File: config.mk
export PLATFORM = sky130hd
export DESIGN_NAME = multi_switch_debounce_hold
export DESIGN_NICKNAME = d
export VERILOG_FILES = /design/src/rtl/msdh_pkg.sv /design/src/rtl/msdh_lane.sv /design/src/rtl/msdh_merge.sv /design/src/rtl/multi_switch_debounce_hold.sv
export SDC_FILE = /design/constraint.sdc
export NUM_CORES = 1
export LEC_CHECK = 0
export ABC_CLOCK_PERIOD_IN_PS = 5450
export BUFFER_PORTS_ARGS = -buffer_cell sky130_fd_sc_hd__buf_2
export CAP_MARGIN = 10
export CORE_MARGIN = 2
export CORE_UTILIZATION = 52
export CTS_BUF_LIST = sky130_fd_sc_hd__clkbuf_4
export DETAILED_ROUTE_END_ITERATION = 7
export PLACE_DENSITY = 0.72
export SYNTH_ARGS = -nofsm -noshare
export SYNTH_HDL_FRONTEND = slang
export SYNTH_SLANG_ARGS = --single-unit
export TNS_END_PERCENT = 20
File: constraint.sdc
create_clock -name clock -period 5.45 [get_ports clock]
set_input_delay 0.545 -clock clock [delete_from_list [all_inputs] [get_ports clock]]
set_output_delay 0.545 -clock clock [all_outputs]
set_load 0.02 [all_outputs]
File: src/rtl/msdh_pkg.sv
`timescale 1ns / 1ps

package msdh_pkg;

   localparam int NUM_SWITCHES = 8;

   localparam int LEVEL_W   = 8;
   localparam int CHANGED_W = 8;
   localparam int STATES_W  = 16;
   localparam int TICK_W    = 16;
   localparam int ACTIVE_W  = 8;
   localparam int CSR_IDX_W = 2;
   localparam int CSR_DATA_W = 16;
   localparam int RSP_DATA_W = CHANGED_W + STATES_W;

   localparam logic [TICK_W-1:0]   DEBOUNCE_RESET = 16'd5;
   localparam logic [TICK_W-1:0]   HOLD_RESET     = 16'd100;
   localparam logic [ACTIVE_W-1:0] ACTIVE_RESET   = 8'd0;

   typedef enum logic [CSR_IDX_W-1:0] {
      CSR_DEBOUNCE_RELOAD = 2'd0,
      CSR_HOLD_TICKS      = 2'd1,
      CSR_ACTIVE_LEVELS   = 2'd2
   } csr_index_type;

   typedef enum logic [1:0] {
      ST_IDLE     = 2'd0,
      ST_RELEASED = 2'd1,
      ST_PRESSED  = 2'd2,
      ST_HOLD     = 2'd3
   } state_type;

   // What one lane reports for the tick being taken.
   typedef struct packed {
      logic      event_hit;
      state_type state;
   } lane_out_type;

endpackage

File: src/rtl/msdh_lane.sv
`timescale 1ns / 1ps

module msdh_lane (
   input  logic                              clock,
   input  logic                              reset,
   input  logic                              tick_en,
   input  logic                              level,
   input  logic                              active_level,
   input  logic [msdh_pkg::TICK_W-1:0]       debounce_reload,
   input  logic [msdh_pkg::TICK_W-1:0]       hold_ticks,
   output msdh_pkg::lane_out_type            lane_out
);

   msdh_pkg::state_type             state_ff, state_in;
   logic [msdh_pkg::TICK_W-1:0]     dcnt_ff, dcnt_in;
   logic [msdh_pkg::TICK_W-1:0]     hcnt_ff, hcnt_in;
   logic [msdh_pkg::TICK_W-1:0]     dcnt_dec, hcnt_dec;
   logic                            active;

   assign active   = (level == active_level);
   assign dcnt_dec = dcnt_ff - 1'b1;
   assign hcnt_dec = hcnt_ff - 1'b1;

   always_comb begin
      state_in = state_ff;
      dcnt_in  = dcnt_ff;
      hcnt_in  = hcnt_ff;
      if (active) begin
         unique case (state_ff)
            msdh_pkg::ST_IDLE, msdh_pkg::ST_RELEASED: begin
               // An idle switch may pass straight through released to pressed.
               state_in = msdh_pkg::ST_RELEASED;
               dcnt_in  = dcnt_dec;
               if (dcnt_dec == '0) begin
                  state_in = msdh_pkg::ST_PRESSED;
                  dcnt_in  = debounce_reload;
               end
            end
            msdh_pkg::ST_PRESSED: begin
               hcnt_in = hcnt_dec;
               if (hcnt_dec == '0) begin
                  state_in = msdh_pkg::ST_HOLD;
                  hcnt_in  = hold_ticks;
               end
               dcnt_in = debounce_reload;
            end
            msdh_pkg::ST_HOLD: begin
               dcnt_in = debounce_reload;
            end
            default: begin
               state_in = state_ff;
            end
         endcase
      end else begin
         unique case (state_ff)
            msdh_pkg::ST_PRESSED: begin
               dcnt_in = dcnt_dec;
               if (dcnt_dec == '0) begin
                  state_in = msdh_pkg::ST_RELEASED;
                  dcnt_in  = debounce_reload;
               end
               hcnt_in = hold_ticks;
            end
            msdh_pkg::ST_HOLD: begin
               // The hold counter is left alone while a held switch is released.
               dcnt_in = dcnt_dec;
               if (dcnt_dec == '0) begin
                  state_in = msdh_pkg::ST_RELEASED;
                  dcnt_in  = debounce_reload;
               end
            end
            msdh_pkg::ST_RELEASED: begin
               dcnt_in  = debounce_reload;
               state_in = msdh_pkg::ST_IDLE;
            end
            msdh_pkg::ST_IDLE: begin
               state_in = state_ff;
            end
            default: begin
               state_in = state_ff;
            end
         endcase
      end
   end

   // Idle and released swap quietly; every other change is reported.
   always_comb begin
      lane_out.state     = state_in;
      lane_out.event_hit =
         ((state_in == msdh_pkg::ST_PRESSED) && (state_ff != msdh_pkg::ST_PRESSED)) ||
         ((state_in == msdh_pkg::ST_HOLD) && (state_ff != msdh_pkg::ST_HOLD)) ||
         ((state_in == msdh_pkg::ST_RELEASED) &&
          ((state_ff == msdh_pkg::ST_PRESSED) || (state_ff == msdh_pkg::ST_HOLD)));
   end

   always_ff @(posedge clock) begin
      if (reset) begin
         state_ff <= msdh_pkg::ST_IDLE;
         dcnt_ff  <= msdh_pkg::DEBOUNCE_RESET;
         hcnt_ff  <= msdh_pkg::HOLD_RESET;
      end else if (tick_en) begin
         state_ff <= state_in;
         dcnt_ff  <= dcnt_in;
         hcnt_ff  <= hcnt_in;
      end
   end

   a_hold_from_pressed: assert property (@(posedge clock) disable iff (reset)
      (tick_en && (state_in == msdh_pkg::ST_HOLD) && (state_ff != msdh_pkg::ST_HOLD))
      |-> (state_ff == msdh_pkg::ST_PRESSED))
      else $error("hold entered from a state other than pressed");

   a_idle_inactive_still: assert property (@(posedge clock) disable iff (reset)
      (tick_en && !active && (state_ff == msdh_pkg::ST_IDLE))
      |=> ((state_ff == msdh_pkg::ST_IDLE) && $stable(dcnt_ff) && $stable(hcnt_ff)))
      else $error("idle switch changed without an active level");

   a_pressed_reloads_debounce: assert property (@(posedge clock) disable iff (reset)
      (tick_en && active && (state_ff == msdh_pkg::ST_PRESSED))
      |=> (dcnt_ff == $past(debounce_reload)))
      else $error("debounce counter not reloaded while pressed");

endmodule

File: src/rtl/msdh_merge.sv
`timescale 1ns / 1ps

module msdh_merge (
   input  logic                                   clock,
   input  logic                                   reset,
   input  logic                                   tick_en,
   input  msdh_pkg::lane_out_type                 lane_out [msdh_pkg::NUM_SWITCHES],
   output logic                                   take_ready,
   output logic                                   rsp_tvalid,
   input  logic                                   rsp_tready,
   output logic [msdh_pkg::RSP_DATA_W-1:0]        rsp_tdata
);

   logic [msdh_pkg::CHANGED_W-1:0]   changed;
   logic [msdh_pkg::STATES_W-1:0]    states;
   logic [msdh_pkg::RSP_DATA_W-1:0]  word;

   logic                             out_valid_ff, out_valid_in;
   logic [msdh_pkg::RSP_DATA_W-1:0]  out_data_ff, out_data_in;
   logic                             skid_valid_ff, skid_valid_in;
   logic [msdh_pkg::RSP_DATA_W-1:0]  skid_data_ff, skid_data_in;
   logic                             pop;

   // Switches beyond the output width are dropped from the result.
   always_comb begin
      changed = '0;
      states  = '0;
      for (int n = 0; n < msdh_pkg::NUM_SWITCHES; n++) begin
         if (n < msdh_pkg::CHANGED_W) begin
            changed[n]       = lane_out[n].event_hit;
            states[2*n +: 2] = lane_out[n].state;
         end
      end
   end

   assign word       = {states, changed};
   assign take_ready = !skid_valid_ff;
   assign pop        = out_valid_ff && rsp_tready;

   always_comb begin
      out_valid_in  = out_valid_ff;
      out_data_in   = out_data_ff;
      skid_valid_in = skid_valid_ff;
      skid_data_in  = skid_data_ff;
      if (pop) begin
         if (skid_valid_ff) begin
            out_data_in   = skid_data_ff;
            skid_valid_in = 1'b0;
         end else if (tick_en) begin
            out_data_in = word;
         end else begin
            out_valid_in = 1'b0;
         end
      end else if (tick_en) begin
         if (!out_valid_ff) begin
            out_valid_in = 1'b1;
            out_data_in  = word;
         end else begin
            skid_valid_in = 1'b1;
            skid_data_in  = word;
         end
      end
   end

   always_ff @(posedge clock) begin
      if (reset) begin
         out_valid_ff  <= 1'b0;
         skid_valid_ff <= 1'b0;
      end else begin
         out_valid_ff  <= out_valid_in;
         skid_valid_ff <= skid_valid_in;
      end
      out_data_ff  <= out_data_in;
      skid_data_ff <= skid_data_in;
   end

   assign rsp_tvalid = out_valid_ff;
   assign rsp_tdata  = out_data_ff;

   a_skid_behind_out: assert property (@(posedge clock) disable iff (reset)
      skid_valid_ff |-> out_valid_ff)
      else $error("skid entry held without an output entry");

   a_stall_fills_skid: assert property (@(posedge clock) disable iff (reset)
      (tick_en && out_valid_ff && !rsp_tready) |=> skid_valid_ff)
      else $error("result taken while output stalled was not kept");

   a_skid_moves_up: assert property (@(posedge clock) disable iff (reset)
      (skid_valid_ff && rsp_tready) |=> (out_valid_ff && !skid_valid_ff))
      else $error("skid entry did not move to the output");

   a_no_take_when_full: assert property (@(posedge clock) disable iff (reset)
      skid_valid_ff |-> !tick_en)
      else $error("tick taken with both entries full");

endmodule

File: src/rtl/multi_switch_debounce_hold.sv
`timescale 1ns / 1ps
// Channel  | Direction | Payload
// req_     | in        | tdata[7:0] switch_levels
// rsp_     | out       | tdata[7:0] changed_mask, tdata[23:8] switch_states
// csr_     | in        | index 0 debounce reload, 1 hold_ticks, 2 active_levels
//
// One tick per cycle while req_tready is high: every switch has its own lane, all lanes update together.
// Each result is registered in the output register, or in the second entry while rsp is stalled.
// A two-entry output buffer lets one more tick be taken while rsp is stalled;
// req_tready drops only once both entries are full.
// Reset is synchronous; it loads the register defaults and puts every switch idle.

module multi_switch_debounce_hold (
   input  logic                                 clock,
   input  logic                                 reset,
   input  logic                                 req_tvalid,
   output logic                                 req_tready,
   input  logic [msdh_pkg::LEVEL_W-1:0]         req_tdata,  // [7:0] switch_levels
   output logic                                 rsp_tvalid,
   input  logic                                 rsp_tready,
   output logic [msdh_pkg::RSP_DATA_W-1:0]      rsp_tdata,  // [7:0] changed_mask,
                                                            // [23:8] switch_states
   input  logic                                 csr_we,
   input  logic [msdh_pkg::CSR_IDX_W-1:0]       csr_index,
   input  logic [msdh_pkg::CSR_DATA_W-1:0]      csr_wdata
);

   logic [msdh_pkg::TICK_W-1:0]    debounce_reload_ff;
   logic [msdh_pkg::TICK_W-1:0]    hold_ticks_ff;
   logic [msdh_pkg::ACTIVE_W-1:0]  active_levels_ff;
   logic                           tick_en;
   logic                           take_ready;
   msdh_pkg::lane_out_type         lane_out [msdh_pkg::NUM_SWITCHES];

   always_ff @(posedge clock) begin
      if (reset) begin
         debounce_reload_ff <= msdh_pkg::DEBOUNCE_RESET;
         hold_ticks_ff      <= msdh_pkg::HOLD_RESET;
         active_levels_ff   <= msdh_pkg::ACTIVE_RESET;
      end else if (csr_we) begin
         unique case (csr_index)
            msdh_pkg::CSR_DEBOUNCE_RELOAD: debounce_reload_ff <= csr_wdata;
            msdh_pkg::CSR_HOLD_TICKS:      hold_ticks_ff      <= csr_wdata;
            msdh_pkg::CSR_ACTIVE_LEVELS:
               active_levels_ff <= csr_wdata[msdh_pkg::ACTIVE_W-1:0];
            default: begin
            end
         endcase
      end
   end

   assign req_tready = take_ready;
   assign tick_en    = req_tvalid && take_ready;

   for (genvar n = 0; n < msdh_pkg::NUM_SWITCHES; n++) begin : g_lane
      logic level_bit;
      logic active_bit;
      // Switches beyond the input width see zero for both bits.
      if (n < msdh_pkg::LEVEL_W) begin : g_wired
         assign level_bit  = req_tdata[n];
         assign active_bit = active_levels_ff[n];
      end else begin : g_unwired
         assign level_bit  = 1'b0;
         assign active_bit = 1'b0;
      end

      msdh_lane u_lane (
         .clock           (clock),
         .reset           (reset),
         .tick_en         (tick_en),
         .level           (level_bit),
         .active_level    (active_bit),
         .debounce_reload (debounce_reload_ff),
         .hold_ticks      (hold_ticks_ff),
         .lane_out        (lane_out[n])
      );
   end

   msdh_merge u_merge (
      .clock      (clock),
      .reset      (reset),
      .tick_en    (tick_en),
      .lane_out   (lane_out),
      .take_ready (take_ready),
      .rsp_tvalid (rsp_tvalid),
      .rsp_tready (rsp_tready),
      .rsp_tdata  (rsp_tdata)
   );

endmodule
==> results of run 1 <==
## state kept, by name (all words and copies together) (netlist names)
name,flops
g_lane.u_lane.dcnt_ff,128
g_lane.u_lane.hcnt_ff,128
u_merge.rsp_tdata,24
u_merge.skid_data_ff,24
debounce_reload_ff,16
g_lane.u_lane.state_ff,16
hold_ticks_ff,16
active_levels_ff,8
u_merge.rsp_tvalid,1
u_merge.skid_valid_ff,1
## area by class of cell
type | count | area (um2) | area share [%]
tap | 672 | 840.8 | 2.973
clock buffer | 155 | 1164 | 4.114
sequential | 362 | 7727 | 27.32
clock inverter | 35 | 222.7 | 0.7874
inverter | 105 | 396.6 | 1.402
multi-input combinational | 2698 | 17040 | 60.26
timing repair buffer | 126 | 882.1 | 3.119
antenna | 3 | 7.507 | 0.02654
## final timing paths
path | to | slack [ps]
max | g_lane[1].u_lane.state_ff[0]$_SDFFE_PP0P_ | 1460
min | debounce_reload_ff[13]$_SDFFE_PP0P_ | 190
max reg2reg | g_lane[1].u_lane.state_ff[0]$_SDFFE_PP0P_ | 1460
min reg2reg | g_lane[4].u_lane.dcnt_ff[15]$_SDFFE_PP0P_ | 480
## metrics by stage
step / instances / setup slack [ps] / hold slack (ps) / util (%)
CTS: 4152 / 1402 / 115.5 / 56.58
floorplan: 3452 / 2129 / 443.7 / -
global route: 4155 / 1210 / 153.0 / 56.60
global placement: 3943 / 1719 / 453.1 / 53.43
finish: 4156 / 1464 / 188.8 / 56.61
detailed placement: 3943 / 1482 / 462.8 / 53.43
## kinds of logic (layout without fill, tap and decap cells)
logic type	count (synthesis)	after routing	synth area share, %
and+or+nand+nor	1396	1396	27.73
AOI/OAI and AO/OA	1049	1049	27.34
adders and majority gates	32	32	1.527
xor gates and xnor gates	117	117	3.909
other	0	3	0
DFF	362	362	29.48
muxes	104	104	4.086
buffers and inverters	392	421	5.928
## power by group through the flow
stage / sequential, mW / clock (mW) / combinational [mW]
6_report: 3.07 / 2.74 / 1.53
5_1_grt: 3.08 / 2.94 / 1.66
4_1_cts: 3.05 / 2.80 / 1.49
3_5_place_dp: 3.11 / 0 / 1.47
3_3_place_gp: 3.11 / 0 / 1.44
2_1_floorplan: 3.00 / 0 / 1.15
## per-layer routing
layer / vias to the layer above / wire (um)
li1: 13008 / -
met5: - / 0
met3: 301 / 9203
met4: 0 / 4964
met2: 1576 / 39990
met1: 13442 / 37750
## Yosys cell counts (21+ instances only)
library cell  instances
clkbuf_1            230
edfxtp_1             48
or4_1                42
mux2i_1              80
o211ai_1             46
a211oi_1             55
nand3_1             119
nor4_1               90
nand4_1              48
o21a_1               24
xnor2_1              65
nor3_1              158
nand3b_1             26
xor2_1               52
a21oi_1             221
o22ai_1              31
and3_1               21
buf_2                29
ha_1                 32
dfxtp_1             314
nand2_1             322
nor2_1              317
a221oi_1             39
o31ai_1              45
mux2_2               24
o21ai_0             220
or3_1                60
inv_1               103
nand2b_1             27
a31oi_1              56
## worst max-delay path, stage by stage (launching register included)
cell       delay (ps)
dfxtp_1           370
inv_1             100
ha_1              290
nor4b_1           730
nand4_1           340
xor2_1            350
o2111ai_1         370
o21ai_2           740
nor2_1            200
nor4b_1           370
==> impl_metrics.json, run 1 <==
{
  "status": "complete, no violations",
  "skew_ps": 69.41,
  "async_reset_ff_share_pct": 0,
  "switching_power_mw": 2.542,
  "use_met2_pct": 51.05,
  "rsz0062_at_grt": "false",
  "dp_hpwl_um": 61430,
  "power_leakage_nw": 9.911,
  "core_area_um2": 49970,
  "p_per_area_nw_per_um2": 259.5,
  "power.share.clock_pct": 37.4,
  "worstHoldStart": "csr_index[1]",
  "cts_sinks": 362,
  "drt_iter0_markers": 3115,
  "final_common_cell": "nand2_1",
  "syn_to_final_growth_pct": 7.890,
  "ir_drop_mv": 0.1400,
  "grt_max_degree": 127,
  "final.period_utilization_pct": 73.13,
  "cp-startpoint": "g_lane[1].u_lane.hcnt_ff[0]$_SDFFE_PP0P_",
  "final_cell_mix": "322 x nand2_1, 317 x nor2_1, 314 x dfxtp_1",
  "grt_pass1_vias": 26086,
  "cts_setup_buffers": 0,
  "initial_core_util_pct": 52.47,
  "required_ps": 6220,
  "ios": 57,
  "r2r_cells": 9,
  "period_needed_ps": 3986,
  "synth_cell_types": 103,
  "dieArea_um2": 52230,
  "ys_warn_count": 0,
  "fmaxAchievable_ghz": 0.2509,
  "power_frac_seq_pct": 41.8,
  "die_width_um": 228.5,
  "drv_cap": 0,
  "clk_pin_slew_worst_paths_ps": 60,
  "nets": 3461,
  "ys_seq_area_share_pct": 29.48,
  "synth_edf_count": 48,
  "avgViaCountPerCell": 6.816,
  "grt_use_met3_pct": 6.687,
  "slew_headroom_pct": 20.96,
  "synthCells": 3452,
  "antenna_found_initial": 2,
  "ctsResizeCount": 0,
  "swShare_pct": 34.64,
  "drcViolationCount": 0,
  "cts.root.buffer_cell": "clkbuf_4",
  "cts_buffers": 105,
  "crit_fanout": 16,
  "die_y_um": 228.5,
  "grt-ovfl-total": 0,
  "syn_nets": 3515,
  "tightest_slew_ps": 1184,
  "yosysTopAreaCell": "dfxtp_1",
  "fin_area_um2": 28280,
  "cp-end-kind": "flop",
  "std_cell_rows": 82,
  "port_buffers": 56,
  "firstDrtPassIters": 8,
  "grt.busiest_layer": "met2",
  "wl_per_cell_um": 22.11,
  "whs_path_depth": 4,
  "grt_usage_pct": 33.83,
  "finalSetupViolCount": 0,
  "dominantRegCellSynth": "dfxtp_1",
  "clk_path_buf_depth": 3,
  "worstSetupPathType": "flop to flop",
  "clock_latency_ps": 910,
  "drive_above_1_share_pct": 11.63,
  "use_met1_pct": 45.21,
  "grt_pass1_wl_um": 143800,
  "htree_levels": 3,
  "synth_top_area_share_pct": 23.98,
  "totalWireLength_um": 91900,
  "worstHoldPathType": "input port to flop",
  "slew_viol_final": 0,
  "setup_tns_ps": 0,
  "r2r_start": "g_lane[1].u_lane.hcnt_ff[0]$_SDFFE_PP0P_",
  "ys_ff_latch": 362,
  "crit_arrival_ps": 4760,
  "drtAntennaViolNets": 0,
  "holdBufCountCts": 19,
  "gp_congestion": 0.9936,
  "fillers": 4736,
  "finalPower_mw": 7.338,
  "placed_area_um2": 26690,
  "syn_area_per_cell_um2": 7.594,
  "cp-start-kind": "flop",
  "vias": 28327,
  "combPwrFrac_pct": 20.8,
  "cts_tree": "built",
  "power.internal_mw": 4.796,
  "syn-cell-area_um2": 26220,
  "synth_area_leaders": "dfxtp_1 24%, edfxtp_1 5.5%, nand2_1 4.6%, nor2_1 4.5%, a21oi_1 4.2%",
  "hold_violations": 0
}
Note: power is estimated with default switching activity, not from simulation.
==> inputs of run 2 (changes only) <==
ABC_CLOCK_PERIOD_IN_PS = 3200   (was 5450)
PLACE_DENSITY = 0.75   (was 0.72)
clock period = 3.2 ns   (was 5.45 ns; I/O delays follow)
==> run 2 against run 1 <==
Against the previous run: final cell count up 4.4%; largest cell class unchanged; first-iteration DRC count is 15% higher; critical endpoint is now g_lane[5].u_lane.dcnt_ff[13]$_SDFFE_PP0P_; cell area grew 5.6%.
==> impl_metrics.json, run 2 (synthesized netlist as in run 1, its figures left out) <==
{
  "worstSetupPathType": "flop to flop",
  "hold_slack_ps": 59.47,
  "top_layer_used": "met4",
  "cts_tree": "built",
  "wl_met3_um": 9916,
  "die_width_um": 228.5,
  "dp_hpwl_um": 61870,
  "port_buffers": 56,
  "avgViaCountPerCell": 6.647,
  "cts.root.buffer_cell": "clkbuf_4",
  "htree_levels": 3,
  "clk_pin_slew_worst_paths_ps": 70,
  "cp_slowest_cell": "or4_1",
  "final_cell_mix": "322 x nand2_1, 316 x nor2_1, 314 x dfxtp_1",
  "drcViolationCount": 0,
  "final.period_utilization_pct": 95.81,
  "syn_to_final_growth_pct": 13.95,
  "slew_viol_final": 0,
  "clk_path_buf_depth": 3,
  "cp_common_cell": "or4_1",
  "rsz0062_at_grt": "true",
  "drv_cap": 0,
  "reg_top3": "g_lane.u_lane.dcnt_ff (128), g_lane.u_lane.hcnt_ff (128)",
  "p_per_area_nw_per_um2": 431.6,
  "cts_sinks": 362,
  "final_common_cell": "nand2_1",
  "grt_usage_pct": 33.52,
  "slowest_delay_ps": 580,
  "setup_tns_ps": 0,
  "vias": 28826,
  "cts_buffers": 103,
  "hold_violations": 0,
  "slew_headroom_pct": 21.22,
  "period_needed_ps": 3066,
  "cp_top_family": "simple AND/OR/NAND/NOR gates",
  "firstDrtPassIters": 6,
  "fillers": 4579,
  "wl_per_cell_um": 20.98,
  "dieArea_um2": 52230,
  "tightest_slew_ps": 1180,
  "finalPower_mw": 12.89,
  "postLayoutCoreUtil_pct": 59.79,
  "wl_met2_um": 38640,
  "finalSetupViolCount": 0,
  "gp_congestion": 0.9961,
  "grt-ovfl-total": 0,
  "ir_drop_mv": 0.2702,
  "std_cell_rows": 82,
  "nets": 3636,
  "antenna_found_initial": 3,
  "totalWireLength_um": 90970,
  "ios": 57,
  "clock_latency_ps": 910,
  "met1_length_um": 37580,
  "crit_fanout": 10,
  "cp-end-kind": "flop",
  "core_area_um2": 49970,
  "crit_path_cell_trace": "or4_1, or4_1, a21oi_2, o2111ai_4, o21ai_2, buf_4, mux2i_1, a211oi_1",
  "drtAntennaViolNets": 0,
  "skew_ps": 62.60,
  "required_ps": 4000,
  "initial_core_util_pct": 52.47,
  "crit_arrival_ps": 3860,
  "worstHoldPathType": "input port to flop",
  "status": "complete, no violations",
  "power_leakage_nw": 10.88,
  "grt_pass1_vias": 26086,
  "grt_pass1_wl_um": 143000,
  "drt_iter0_markers": 3581,
  "grt_max_degree": 64,
  "cp-start-kind": "flop",
  "fmaxAchievable_ghz": 0.3262,
  "critPathBufInv": 1,
  "die_y_um": 228.5,
  "drive_above_1_share_pct": 16.34
}
==> run 2: cell types whose count changed in the layout (fill, tap and decap cells not counted), moves of 5 or more <==
cell / before / now
a2111oi_0: 14 / 9
buf_12: 2 / 7
buf_4: 48 / 212
clkbuf_4: 155 / 161
clkinv_1: 27 / 21
dlygate4sd3_1: 19 / 28
==> run 2: tightest hold or removal path: cells and delay by family <==
family	cells	cell delay, ps
buffers and inverters	1	160
AO/OA/AOI/OAI	1	80
AND/OR/NAND/NOR	1	130
XOR/XNOR	1	170
==> run 2: path summary, 6_finish.rpt <==
check,end,cells past startpoint,slack [ps],from
worst max-delay path,g_lane[5].u_lane.dcnt_ff[13]$_SDFFE_PP0P_,8,130,g_lane[5].u_lane.dcnt_ff[7]$_SDFFE_PP0P_
worst min-delay path,g_lane[3].u_lane.state_ff[0]$_SDFFE_PP0P_,4,60,req_tdata[3]
worst max register to register,g_lane[5].u_lane.dcnt_ff[13]$_SDFFE_PP0P_,8,130,g_lane[5].u_lane.dcnt_ff[7]$_SDFFE_PP0P_
worst min register to register,g_lane[4].u_lane.dcnt_ff[15]$_SDFFE_PP0P_,2,480,g_lane[4].u_lane.dcnt_ff[15]$_SDFFE_PP0P_
==> run 2: final cells by class <==
type                       instances  area (um2)  share of cell area [%]
inverter                         105       396.6                   1.328
clock buffer                     161        1209                   4.046
sequential                       362        7727                   25.87
tap                              672       840.8                   2.815
clock inverter                    31       235.2                  0.7874
timing repair buffer             303        2301                   7.703
multi-input combinational       2698       17150                   57.41
antenna                            5       12.51                 0.04188
==> run 2: routing by layer <==
layer  vias up  track usage, %
met5         -               0
met2      1685           49.60
met1     13484           46.29
li1      13369               -
met3       288           6.100
met4         0           17.79
==> run 2: through the flow <==
stage	cells	setup WS, ps	area, um2
after global routing	4337	-32.73	29870
after floorplan	3452	1.297	26220
after global placement	4110	165.7	28020
after CTS	4330	33.99	29750
after detailed placement	4110	40.59	28020
final	4337	134.2	29870
==> run 2: report_power, final <==
part | internal [mW] | leakage, nW | switching [mW] | total [mW]
clock network | 2.61 | 0.851 | 2.20 | 4.80
registers | 4.82 | 3.01 | 0.341 | 5.16
logic | 1.12 | 7.01 | 1.81 | 2.93
==> run 2: repair_timing <==
| action | 4_1_cts | 5_1_grt |
|---|---|---|
| buffers inserted | 0 | 2 |
| hold endpoints to repair | 68 | 0 |
| endpoints found under the setup margin | 0 | 71 |
| gates resized for setup | 0 | 25 |
| hold buffers | 28 | 0 |
